===== src/design/sipool_pkg.sv =====
// Shared types, codes and constants for the slot index pool.
package sipool_pkg;

  // Default pool depth and fixed field widths
  localparam int unsigned POOL_SIZE_DEF = 256;
  localparam int unsigned IDX_W         = 8;
  localparam int unsigned COUNT_W       = 9;
  localparam int unsigned STATUS_W      = 2;
  localparam int unsigned WORD_W        = 32;
  localparam int unsigned BIT_W         = 5;

  typedef enum logic {
    OP_REQUEST = 1'b0,
    OP_RETURN  = 1'b1
  } opcode_e;

  typedef enum logic [STATUS_W-1:0] {
    STATUS_OK       = 2'd0,
    STATUS_EMPTY    = 2'd1,
    STATUS_BAD_FREE = 2'd2
  } status_e;

  typedef enum logic [1:0] {
    S_IDLE,
    S_SCAN,
    S_OUT
  } state_e;

  // Shift controls for the stack chain
  typedef struct packed {
    logic push;
    logic pop;
  } stack_ctrl_t;

endpackage


===== src/design/sipool_cell.sv =====
// One stack cell: holds one free index and shifts with its neighbors.
module sipool_cell import sipool_pkg::*; #(
  parameter int unsigned IW      = 8,
  parameter int unsigned RST_VAL = 0
) (
  input  logic          clk_i,
  input  logic          rst_ni,
  input  stack_ctrl_t   ctrl_i,
  input  logic [IW-1:0] prev_i,
  input  logic [IW-1:0] next_i,
  output logic [IW-1:0] entry_o
);

  logic [IW-1:0] entry_q;
  logic [IW-1:0] entry_d;

  // Take the word from above on push, from below on pop, else hold
  always_comb begin
    entry_d = entry_q;
    if (ctrl_i.push) begin
      entry_d = prev_i;
    end else if (ctrl_i.pop) begin
      entry_d = next_i;
    end
  end

  always_ff @(posedge clk_i or negedge rst_ni) begin
    if (!rst_ni) begin
      entry_q <= IW'(RST_VAL);
    end else begin
      entry_q <= entry_d;
    end
  end

  assign entry_o = entry_q;

endmodule


===== src/design/sipool_stack.sv =====
// Free index stack built as a chain of shifting cells; cell 0 is the top.
module sipool_stack import sipool_pkg::*; #(
  parameter int unsigned POOL_SIZE = POOL_SIZE_DEF,
  parameter int unsigned IW        = $clog2(POOL_SIZE)
) (
  input  logic          clk_i,
  input  logic          rst_ni,
  input  stack_ctrl_t   ctrl_i,
  input  logic [IW-1:0] push_data_i,
  output logic [IW-1:0] top_o
);

  logic [IW-1:0] entry [POOL_SIZE];

  // Cell k starts out holding index k, so index 0 sits on top
  for (genvar k = 0; k < POOL_SIZE; k++) begin : g_cell
    logic [IW-1:0] prev;
    logic [IW-1:0] next;

    if (k == 0) begin : g_head
      assign prev = push_data_i;
    end else begin : g_body
      assign prev = entry[k-1];
    end

    if (k == POOL_SIZE - 1) begin : g_tail
      assign next = entry[k];
    end else begin : g_inner
      assign next = entry[k+1];
    end

    sipool_cell #(
      .IW      (IW),
      .RST_VAL (k)
    ) u_cell (
      .clk_i   (clk_i),
      .rst_ni  (rst_ni),
      .ctrl_i  (ctrl_i),
      .prev_i  (prev),
      .next_i  (next),
      .entry_o (entry[k])
    );
  end

  assign top_o = entry[0];

endmodule


===== src/design/sipool_map.sv =====
// Assigned bitmap in 32-bit words with a top-bit encoder on the read word.
module sipool_map import sipool_pkg::*; #(
  parameter int unsigned POOL_SIZE = POOL_SIZE_DEF,
  parameter int unsigned NW        = (POOL_SIZE + WORD_W - 1) / WORD_W,
  parameter int unsigned WIW       = (NW > 1) ? $clog2(NW) : 1
) (
  input  logic             clk_i,
  input  logic             rst_ni,
  input  logic [WIW-1:0]   rd_word_i,
  input  logic [BIT_W-1:0] rd_bit_i,
  input  logic             wr_en_i,
  input  logic             wr_set_i,
  input  logic [WIW-1:0]   wr_word_i,
  input  logic [BIT_W-1:0] wr_bit_i,
  output logic             bit_o,
  output logic             word_nz_o,
  output logic [BIT_W-1:0] word_top_o
);

  logic [WORD_W-1:0] map_q [NW];
  logic [WORD_W-1:0] rd_data;

  // Locate the highest set bit of a word in five halving steps
  function automatic logic [BIT_W-1:0] top_bit(input logic [WORD_W-1:0] w);
    logic [BIT_W-1:0] r;
    logic [15:0]      h16;
    logic [7:0]       h8;
    logic [3:0]       h4;
    logic [1:0]       h2;
    r[4] = |w[31:16];
    h16  = r[4] ? w[31:16] : w[15:0];
    r[3] = |h16[15:8];
    h8   = r[3] ? h16[15:8] : h16[7:0];
    r[2] = |h8[7:4];
    h4   = r[2] ? h8[7:4] : h8[3:0];
    r[1] = |h4[3:2];
    h2   = r[1] ? h4[3:2] : h4[1:0];
    r[0] = h2[1];
    return r;
  endfunction

  // Read one word; the index check and the downward scan share this port
  assign rd_data    = map_q[rd_word_i];
  assign bit_o      = rd_data[rd_bit_i];
  assign word_nz_o  = |rd_data;
  assign word_top_o = top_bit(rd_data);

  // Set or clear one bit
  always_ff @(posedge clk_i or negedge rst_ni) begin
    if (!rst_ni) begin
      for (int w = 0; w < NW; w++) begin
        map_q[w] <= '0;
      end
    end else if (wr_en_i) begin
      map_q[wr_word_i][wr_bit_i] <= wr_set_i;
    end
  end

endmodule


===== src/design/slot_index_pool_with_highest_tracking_top.sv =====
// Top level of the slot index pool: control, counters and result register.
//
// Usage:
//   Input channel (in_valid_i / in_ready_o) carries one word: opcode_i
//   selects a request (pop a free index) or a return of free_index_i.
//   Output channel (out_valid_o / out_ready_i) carries exactly one result
//   word per input word: granted index, status (ok, pool empty, or return
//   ignored), highest assigned index (0 if none) and assigned count.
//   The operation itself is applied in the cycle the word is accepted; the
//   result then waits in the pending result registers and moves to the
//   output register once that register is free. A return of the current
//   highest index while others stay assigned first passes a scan state:
//   the bitmap is scanned downward one 32-bit word per cycle from the
//   returned index's word. Input is taken again while a finished result
//   still waits at the output register; when the receiver stalls, the
//   next result is held internally and in_ready_o stays low until the
//   output frees up. Reset fills the free stack (index 0 on top), clears
//   the bitmap, and empties the output register; there is no clearing pass.
module slot_index_pool_with_highest_tracking_top import sipool_pkg::*; #(
  parameter int unsigned POOL_SIZE = POOL_SIZE_DEF
) (
  input  logic                clk_i,
  input  logic                rst_ni,
  input  logic                in_valid_i,
  output logic                in_ready_o,
  input  logic                opcode_i,
  input  logic [IDX_W-1:0]    free_index_i,
  output logic                out_valid_o,
  input  logic                out_ready_i,
  output logic [IDX_W-1:0]    granted_index_o,
  output logic [STATUS_W-1:0] status_o,
  output logic [IDX_W-1:0]    highest_assigned_o,
  output logic [COUNT_W-1:0]  assigned_count_o
);

  localparam int unsigned IW  = $clog2(POOL_SIZE);
  localparam int unsigned CW  = $clog2(POOL_SIZE + 1);
  localparam int unsigned NW  = (POOL_SIZE + WORD_W - 1) / WORD_W;
  localparam int unsigned WIW = (NW > 1) ? $clog2(NW) : 1;

  state_e             state_q, state_d;
  logic [CW-1:0]      free_cnt_q, free_cnt_d;
  logic [IW-1:0]      highest_q, highest_d;
  logic [WIW-1:0]     scan_w_q, scan_w_d;
  logic [IDX_W-1:0]   res_granted_q, res_granted_d;
  status_e            res_status_q, res_status_d;
  logic               out_valid_q;
  logic [IDX_W-1:0]   out_granted_q;
  status_e            out_status_q;
  logic [IDX_W-1:0]   out_highest_q;
  logic [COUNT_W-1:0] out_count_q;
  logic               out_load;

  stack_ctrl_t        stack_ctrl;
  logic [IW-1:0]      stack_top;
  logic [IW-1:0]      push_data;

  logic [WIW-1:0]     rd_word;
  logic               map_bit;
  logic               word_nz;
  logic [BIT_W-1:0]   word_top;
  logic               wr_en;
  logic               wr_set;
  logic [WIW-1:0]     wr_word;
  logic [BIT_W-1:0]   wr_bit;

  logic               accept;
  logic [31:0]        idx32;
  logic [31:0]        top32;
  logic [31:0]        idx_word32;
  logic [31:0]        top_word32;
  logic [31:0]        scan_hi32;
  logic [31:0]        count32;
  logic [31:0]        highest32;
  logic               idx_ok;

  // Widen fields once so compares and slices stay explicit
  assign idx32      = {{(32-IDX_W){1'b0}}, free_index_i};
  assign top32      = {{(32-IW){1'b0}}, stack_top};
  assign idx_word32 = idx32 >> BIT_W;
  assign top_word32 = top32 >> BIT_W;
  assign scan_hi32  = ({{(32-WIW){1'b0}}, scan_w_q} << BIT_W)
                    | {{(32-BIT_W){1'b0}}, word_top};
  assign push_data  = idx32[IW-1:0];

  // Take a word only while idle
  assign in_ready_o = (state_q == S_IDLE);
  assign accept     = in_valid_i && in_ready_o;

  // Index check: in range, currently assigned, stack not full
  assign idx_ok = (idx32 < POOL_SIZE) && map_bit && (free_cnt_q < CW'(POOL_SIZE));

  // Bitmap read port: scan word while scanning, returned index's word otherwise
  assign rd_word = (state_q == S_SCAN) ? scan_w_q : idx_word32[WIW-1:0];

  sipool_stack #(
    .POOL_SIZE (POOL_SIZE),
    .IW        (IW)
  ) u_stack (
    .clk_i       (clk_i),
    .rst_ni      (rst_ni),
    .ctrl_i      (stack_ctrl),
    .push_data_i (push_data),
    .top_o       (stack_top)
  );

  sipool_map #(
    .POOL_SIZE (POOL_SIZE),
    .NW        (NW),
    .WIW       (WIW)
  ) u_map (
    .clk_i      (clk_i),
    .rst_ni     (rst_ni),
    .rd_word_i  (rd_word),
    .rd_bit_i   (free_index_i[BIT_W-1:0]),
    .wr_en_i    (wr_en),
    .wr_set_i   (wr_set),
    .wr_word_i  (wr_word),
    .wr_bit_i   (wr_bit),
    .bit_o      (map_bit),
    .word_nz_o  (word_nz),
    .word_top_o (word_top)
  );

  // Output register is free when empty or being drained this cycle
  assign out_load = (state_q == S_OUT) && (!out_valid_q || out_ready_i);

  // Next state, stack shifts, bitmap writes and tracked highest
  always_comb begin
    state_d       = state_q;
    free_cnt_d    = free_cnt_q;
    highest_d     = highest_q;
    scan_w_d      = scan_w_q;
    res_granted_d = res_granted_q;
    res_status_d  = res_status_q;
    stack_ctrl    = '0;
    wr_en         = 1'b0;
    wr_set        = 1'b0;
    wr_word       = top_word32[WIW-1:0];
    wr_bit        = top32[BIT_W-1:0];

    case (state_q)
      S_IDLE: begin
        if (accept) begin
          res_granted_d = '0;
          res_status_d  = STATUS_OK;
          state_d       = S_OUT;
          if (opcode_e'(opcode_i) == OP_REQUEST) begin
            if (free_cnt_q == '0) begin
              res_status_d = STATUS_EMPTY;
            end else begin
              // Pop the top index and mark it assigned
              stack_ctrl.pop = 1'b1;
              wr_en          = 1'b1;
              wr_set         = 1'b1;
              free_cnt_d     = free_cnt_q - 1'b1;
              res_granted_d  = top32[IDX_W-1:0];
              if (free_cnt_q == CW'(POOL_SIZE) || stack_top > highest_q) begin
                highest_d = stack_top;
              end
            end
          end else begin
            if (!idx_ok) begin
              res_status_d = STATUS_BAD_FREE;
            end else begin
              // Push the index back and clear its bit
              stack_ctrl.push = 1'b1;
              wr_en           = 1'b1;
              wr_set          = 1'b0;
              wr_word         = idx_word32[WIW-1:0];
              wr_bit          = free_index_i[BIT_W-1:0];
              free_cnt_d      = free_cnt_q + 1'b1;
              if (free_cnt_q + 1'b1 == CW'(POOL_SIZE)) begin
                highest_d = '0;
              end else if (idx32 == {{(32-IW){1'b0}}, highest_q}) begin
                scan_w_d = idx_word32[WIW-1:0];
                state_d  = S_SCAN;
              end
            end
          end
        end
      end
      S_SCAN: begin
        // Walk down the bitmap until a word holds an assigned index or word 0 has been read
        if (word_nz) begin
          highest_d = scan_hi32[IW-1:0];
          state_d   = S_OUT;
        end else if (scan_w_q == '0) begin
          highest_d = '0;
          state_d   = S_OUT;
        end else begin
          scan_w_d = scan_w_q - 1'b1;
        end
      end
      S_OUT: begin
        if (out_load) begin
          state_d = S_IDLE;
        end
      end
      default: begin
        state_d = S_IDLE;
      end
    endcase
  end

  // Control registers
  always_ff @(posedge clk_i or negedge rst_ni) begin
    if (!rst_ni) begin
      state_q    <= S_IDLE;
      free_cnt_q <= CW'(POOL_SIZE);
      highest_q  <= '0;
      scan_w_q   <= '0;
    end else begin
      state_q    <= state_d;
      free_cnt_q <= free_cnt_d;
      highest_q  <= highest_d;
      scan_w_q   <= scan_w_d;
    end
  end

  // Pending result fields
  always_ff @(posedge clk_i) begin
    res_granted_q <= res_granted_d;
    res_status_q  <= res_status_d;
  end

  assign count32   = 32'(POOL_SIZE) - {{(32-CW){1'b0}}, free_cnt_q};
  assign highest32 = {{(32-IW){1'b0}}, highest_q};

  // Output valid flag
  always_ff @(posedge clk_i or negedge rst_ni) begin
    if (!rst_ni) begin
      out_valid_q <= 1'b0;
    end else if (out_load) begin
      out_valid_q <= 1'b1;
    end else if (out_ready_i) begin
      out_valid_q <= 1'b0;
    end
  end

  // Output word, loaded when the slot frees up
  always_ff @(posedge clk_i) begin
    if (out_load) begin
      out_granted_q <= res_granted_q;
      out_status_q  <= res_status_q;
      out_highest_q <= highest32[IDX_W-1:0];
      out_count_q   <= count32[COUNT_W-1:0];
    end
  end

  assign out_valid_o        = out_valid_q;
  assign granted_index_o    = out_granted_q;
  assign status_o           = out_status_q;
  assign highest_assigned_o = out_highest_q;
  assign assigned_count_o   = out_count_q;

endmodule


===== config.mk =====
export PLATFORM = sky130hd
export DESIGN_NAME = slot_index_pool_with_highest_tracking_top
export DESIGN_NICKNAME = d
export VERILOG_FILES = /design/src/design/sipool_pkg.sv /design/src/design/sipool_cell.sv /design/src/design/sipool_stack.sv /design/src/design/sipool_map.sv /design/src/design/slot_index_pool_with_highest_tracking_top.sv
export SDC_FILE = /design/constraint.sdc
export NUM_CORES = 2
export LEC_CHECK = 0
export BUFFER_PORTS_ARGS = -buffer_cell sky130_fd_sc_hd__buf_2
export CAP_MARGIN = 25
export CORE_MARGIN = 2
export CORE_UTILIZATION = 45
export CTS_CLUSTER_SIZE = 20
export DETAILED_ROUTE_END_ITERATION = 7
export PLACE_DENSITY_LB_ADDON = 0.08
export SLEW_MARGIN = 20
export SYNTH_ARGS = -nofsm -noshare
export SYNTH_HDL_FRONTEND = slang
export SYNTH_SLANG_ARGS = --single-unit

===== constraint.sdc =====
create_clock -name clk_i -period 5.1 [get_ports clk_i]
set_input_delay 0.255 -clock clk_i [delete_from_list [all_inputs] [get_ports clk_i]]
set_output_delay 0.255 -clock clk_i [all_outputs]
set_load 0.02 [all_outputs]

==> summary.md <==
| Metric | Value |
|---|---|
| Pleak | `50.9 nW` |
| Initial antenna violation count | `2` |
| Cell count after placement | `14791` |
| Clk Latency, worst-skew pair | `0.94 ns` |
| Worst vdd ir | `0.000418 V` |
| Post-synthesis cell type with the largest combined area | `dfrtp_1` |
| Sequential-to-total area share from yosys stat | `0.553` |
| Seq cells post-synth | `2364` |
| Placer Congestion | `0.884` |
| Syn. warnings | `0` |
| Vias in the first global route | `85765` |
| Largest net degree at the start of global routing | `218` |
| Initial DRC Count | `8150` |
| Fin crit share | `0.954` |
| DR vias | `88917` |
| Setup crit end kind | `flip-flop` |
| Simple-gate share of the synthesized area | `0.161` |
| Asr flop ratio synth | `0.984` |
| NumNets Final | `11916` |
| Top_reg_cell synth | `dfrtp_1` |
| Die Area | `248000 µm²` |
| Die Y | `498 µm` |
| Total gr overflow | `0` |
| Design area | `125000 µm²` |
| Max Fclk | `0.206 GHz` |
| Synth Area in Compound Gates | `0.223` |
| Critical Path AT | `5.67 ns` |
| Slew @ Worst Pin | `1.25 ns` |
| Io pins | `42` |
| Tightest Hold Check Type | `in2reg` |
| Largest family of logic cells by synthesized area | `compound AO/OA/AOI/OAI gates` |
| Synth Area per Inst | `9.05 µm²` |
| PortBufs | `41` |
| Worst-path cell chain | `nand2b_4, mux2i_4, buf_4, a2111oi_0, nor4_1, a22oi_1, a31oi_1, buf_4, o21ai_0, o21ai_2, buf_12, and2_4, buf_12, buf_12, buf_12, nor2_1, a31oi_1` |
| Bufs and invs on worst path | `6` |
| Total GRT Usage | `0.217` |
| TNS Setup | `0 ns` |
| Pre-CTS WS | `0.210 ns` |
| Crit path max fanout | `36` |
| CP Launch Type | `flip-flop` |
| Pwr dens | `606 nW/µm²` |
| Root buf cell | `clkbuf_16` |
| TritonCTS Buffers | `283` |
| Setup Skew | `0.0663 ns` |
| DR pass1 iterations | `6` |
| CTS clk-pin slew, worst paths | `0.06 ns` |
| Final setup violation count | `0` |
| Mux cell area share after synthesis | `0.0120` |
| Yosys top cell area share | `0.297` |
| Hold_ws | `0.163 ns` |
| Initial Util | `0.452` |
| Drt total wl | `274 mm` |
| Fin. Hold Viols | `0` |
| CP max stage delay | `0.82 ns` |
| Slew Limit Headroom | `0.166` |
| Post-Synth XOR/XNOR Area | `0.00160` |
| First-pass GRT wire length | `457 mm` |
| Num Clock Sinks | `2364` |
| Post-DP HPWL | `158 mm` |
| Crit path max-delay cell type | `nor4_1` |
| RSZ-0062 raised after global routing | `false` |
| DRT antenna net count | `0` |
| CTS tree | `done` |
| CP top delay family | `simple AND/OR/NAND/NOR gates` |
| Setup ws final | `0.234 ns` |
| Mapped Area | `110000 µm²` |
| Synth Instances | `12114` |
| Share of cells above drive strength 1 | `0.173` |
| Synth Area in Adders | `0.00160` |
| WS Path Type | `reg2reg` |
| Chip width | `498 µm` |
| Max clock buf depth | `4` |
| Worst path required time | `5.90 ns` |
| DRC viols | `0` |
| P&R area growth vs syn | `14.4%` |
| Net Count, Synth | `12141` |
| Critical path's most frequent cell | `buf_12` |
| Status | `complete, no violations` |
| Synth unique cells | `84` |
| Final slew viol count | `0` |
| Maxcap violations | `0` |
| H-tree levels | `5` |
| Placed cell area | `116000 µm²` |
| WL/cell | `17.9 µm` |
| EDFF count, synth | `37` |
| Largest cells by area after synthesis | `dfrtp_1 (30%), dfstp_2 (25%), nand2_1 (11%), a22oi_1 (6.6%), a31oi_1 (6.2%)` |
| Via density | `5.81` |
| Cell row count | `181` |
| Final non-filler cell total | `15302` |
| Crit path time final | `4.87 ns` |
| Core area | `243000 µm²` |
==> final timing paths <==
path                                  start                                    end  slack, ns  cells after the start
hold reg to reg            res_granted_q[3]                     granted_index_o[3]       0.42                      0
min in group asynchronous            rst_ni                       u_map.map_q[160]       0.58                      3
max in group asynchronous            rst_ni  u_stack.g_cell[219].u_cell.entry_o[5]       3.12                      4
setup / recovery                 state_q[1]  u_stack.g_cell[232].u_cell.entry_o[0]       0.23                     17
setup reg to reg                 state_q[1]  u_stack.g_cell[232].u_cell.entry_o[0]       0.23                     17
hold / removal                  out_ready_i                            out_valid_o       0.16                      3
==> cell type report <==
type / count / area, µm²
Inverter: 81 / 304
Clock buffer: 441 / 8580
Clock inverter: 54 / 704
Sequential cell: 2364 / 60600
Timing Repair Buffer: 604 / 7290
Tap cell: 3202 / 4010
Antenna cell: 1 / 2.50
Multi-Input combinational cell: 8555 / 43900
Fill cell: 21764 / 117000
==> power breakdown <==
group	internal, W	switching [W]	leakage (nW)
Clock	0.0123	0.00780	4.58
Combinational	0.00824	0.0113	19.3
Sequential	0.0298	0.00657	27.1
Total	0.0503	0.0257	50.9
==> flip-flops by register name, summed over array words and instances, names as in the netlist <==
name and flops:
scan_w_q 3, highest_assigned_o 8, u_map.map_q 256, highest_q 8, state_q 2, out_valid_o 1
status_o 2, res_status_q 2, res_granted_q 8, granted_index_o 8, assigned_count_o 9, free_cnt_q 9
u_stack.g_cell.u_cell.entry_o 2048
==> cell families after synthesis <==
group,count (synthesis)
fa+ha+maj,14
mux,129
xor+xnor,20
buf+inv,1195
simple gates,4573
compound gates,3819
flops,2364
==> stage by stage <==
step | power, W | utilization
after floorplan | 0.0491 | -
after global placement | 0.0551 | 0.478
after detailed placement | 0.0562 | 0.478
after CTS | 0.0768 | 0.516
after global routing | 0.0816 | 0.517
final | 0.0760 | 0.517
==> tightest hold or removal path, cell delays in order <==
cell and delay, ns:
dlygate4sd3_1 0.52, buf_2 0.15, o21ai_0 0.08
==> repair_timing <==
item / CTS / global route
setup endpoints to repair: 0 / 1
hold buffers: 13 / 0
setup buffers: 0 / 0
endpoints found under the hold margin: 399 / 0
resized for setup: 0 / 1
==> Yosys cell counts (12+ instances only) <==
master        n
buf_2       457
nand2_1    3188
buf_4        26
a21oi_1      36
buf_6        13
a2111oi_0    16
edfxtp_1     37
mux2i_1     125
o21ai_1      18
a211oi_1    112
nor3_1       50
clkbuf_1    539
inv_1        79
nor2_1     1202
dfstp_2    1025
ha_1         14
xor2_1       12
buf_1        79
o21ai_0    1210
and3_1       18
nand3_1      24
a22oi_1     966
o32ai_1      12
nor4_1       25
dfrtp_1    1302
o31ai_1     264
a31oi_1    1086
o32a_1       17
nor3b_1      13
a22oi_2      14
==> cells in the final DEF (no fill, tap or decap), drive strengths merged, types with 126 or more instances in the layout <==
cell,netlist,final
dfrtp,1302,1302
o21ai,1229,1229
mux2i,126,126
nand2,3189,3189
buf,575,591
a31oi,1086,1086
o31ai,266,266
a22oi,980,980
clkbuf,539,442
dfstp,1025,1025
nor2,1202,1202
==> routing by layer <==
metal / track usage / vias up / part of all wire
li1: - / 42066 / -
met1: 0.310 / 44414 / 0.47
met2: 0.351 / 2067 / 0.46
met3: 0.0310 / 370 / 0.049
met4: 0.0516 / 0 / 0.018
met5: 0 / - / 0
No activity file was read; power rests on OpenSTA's default activity.
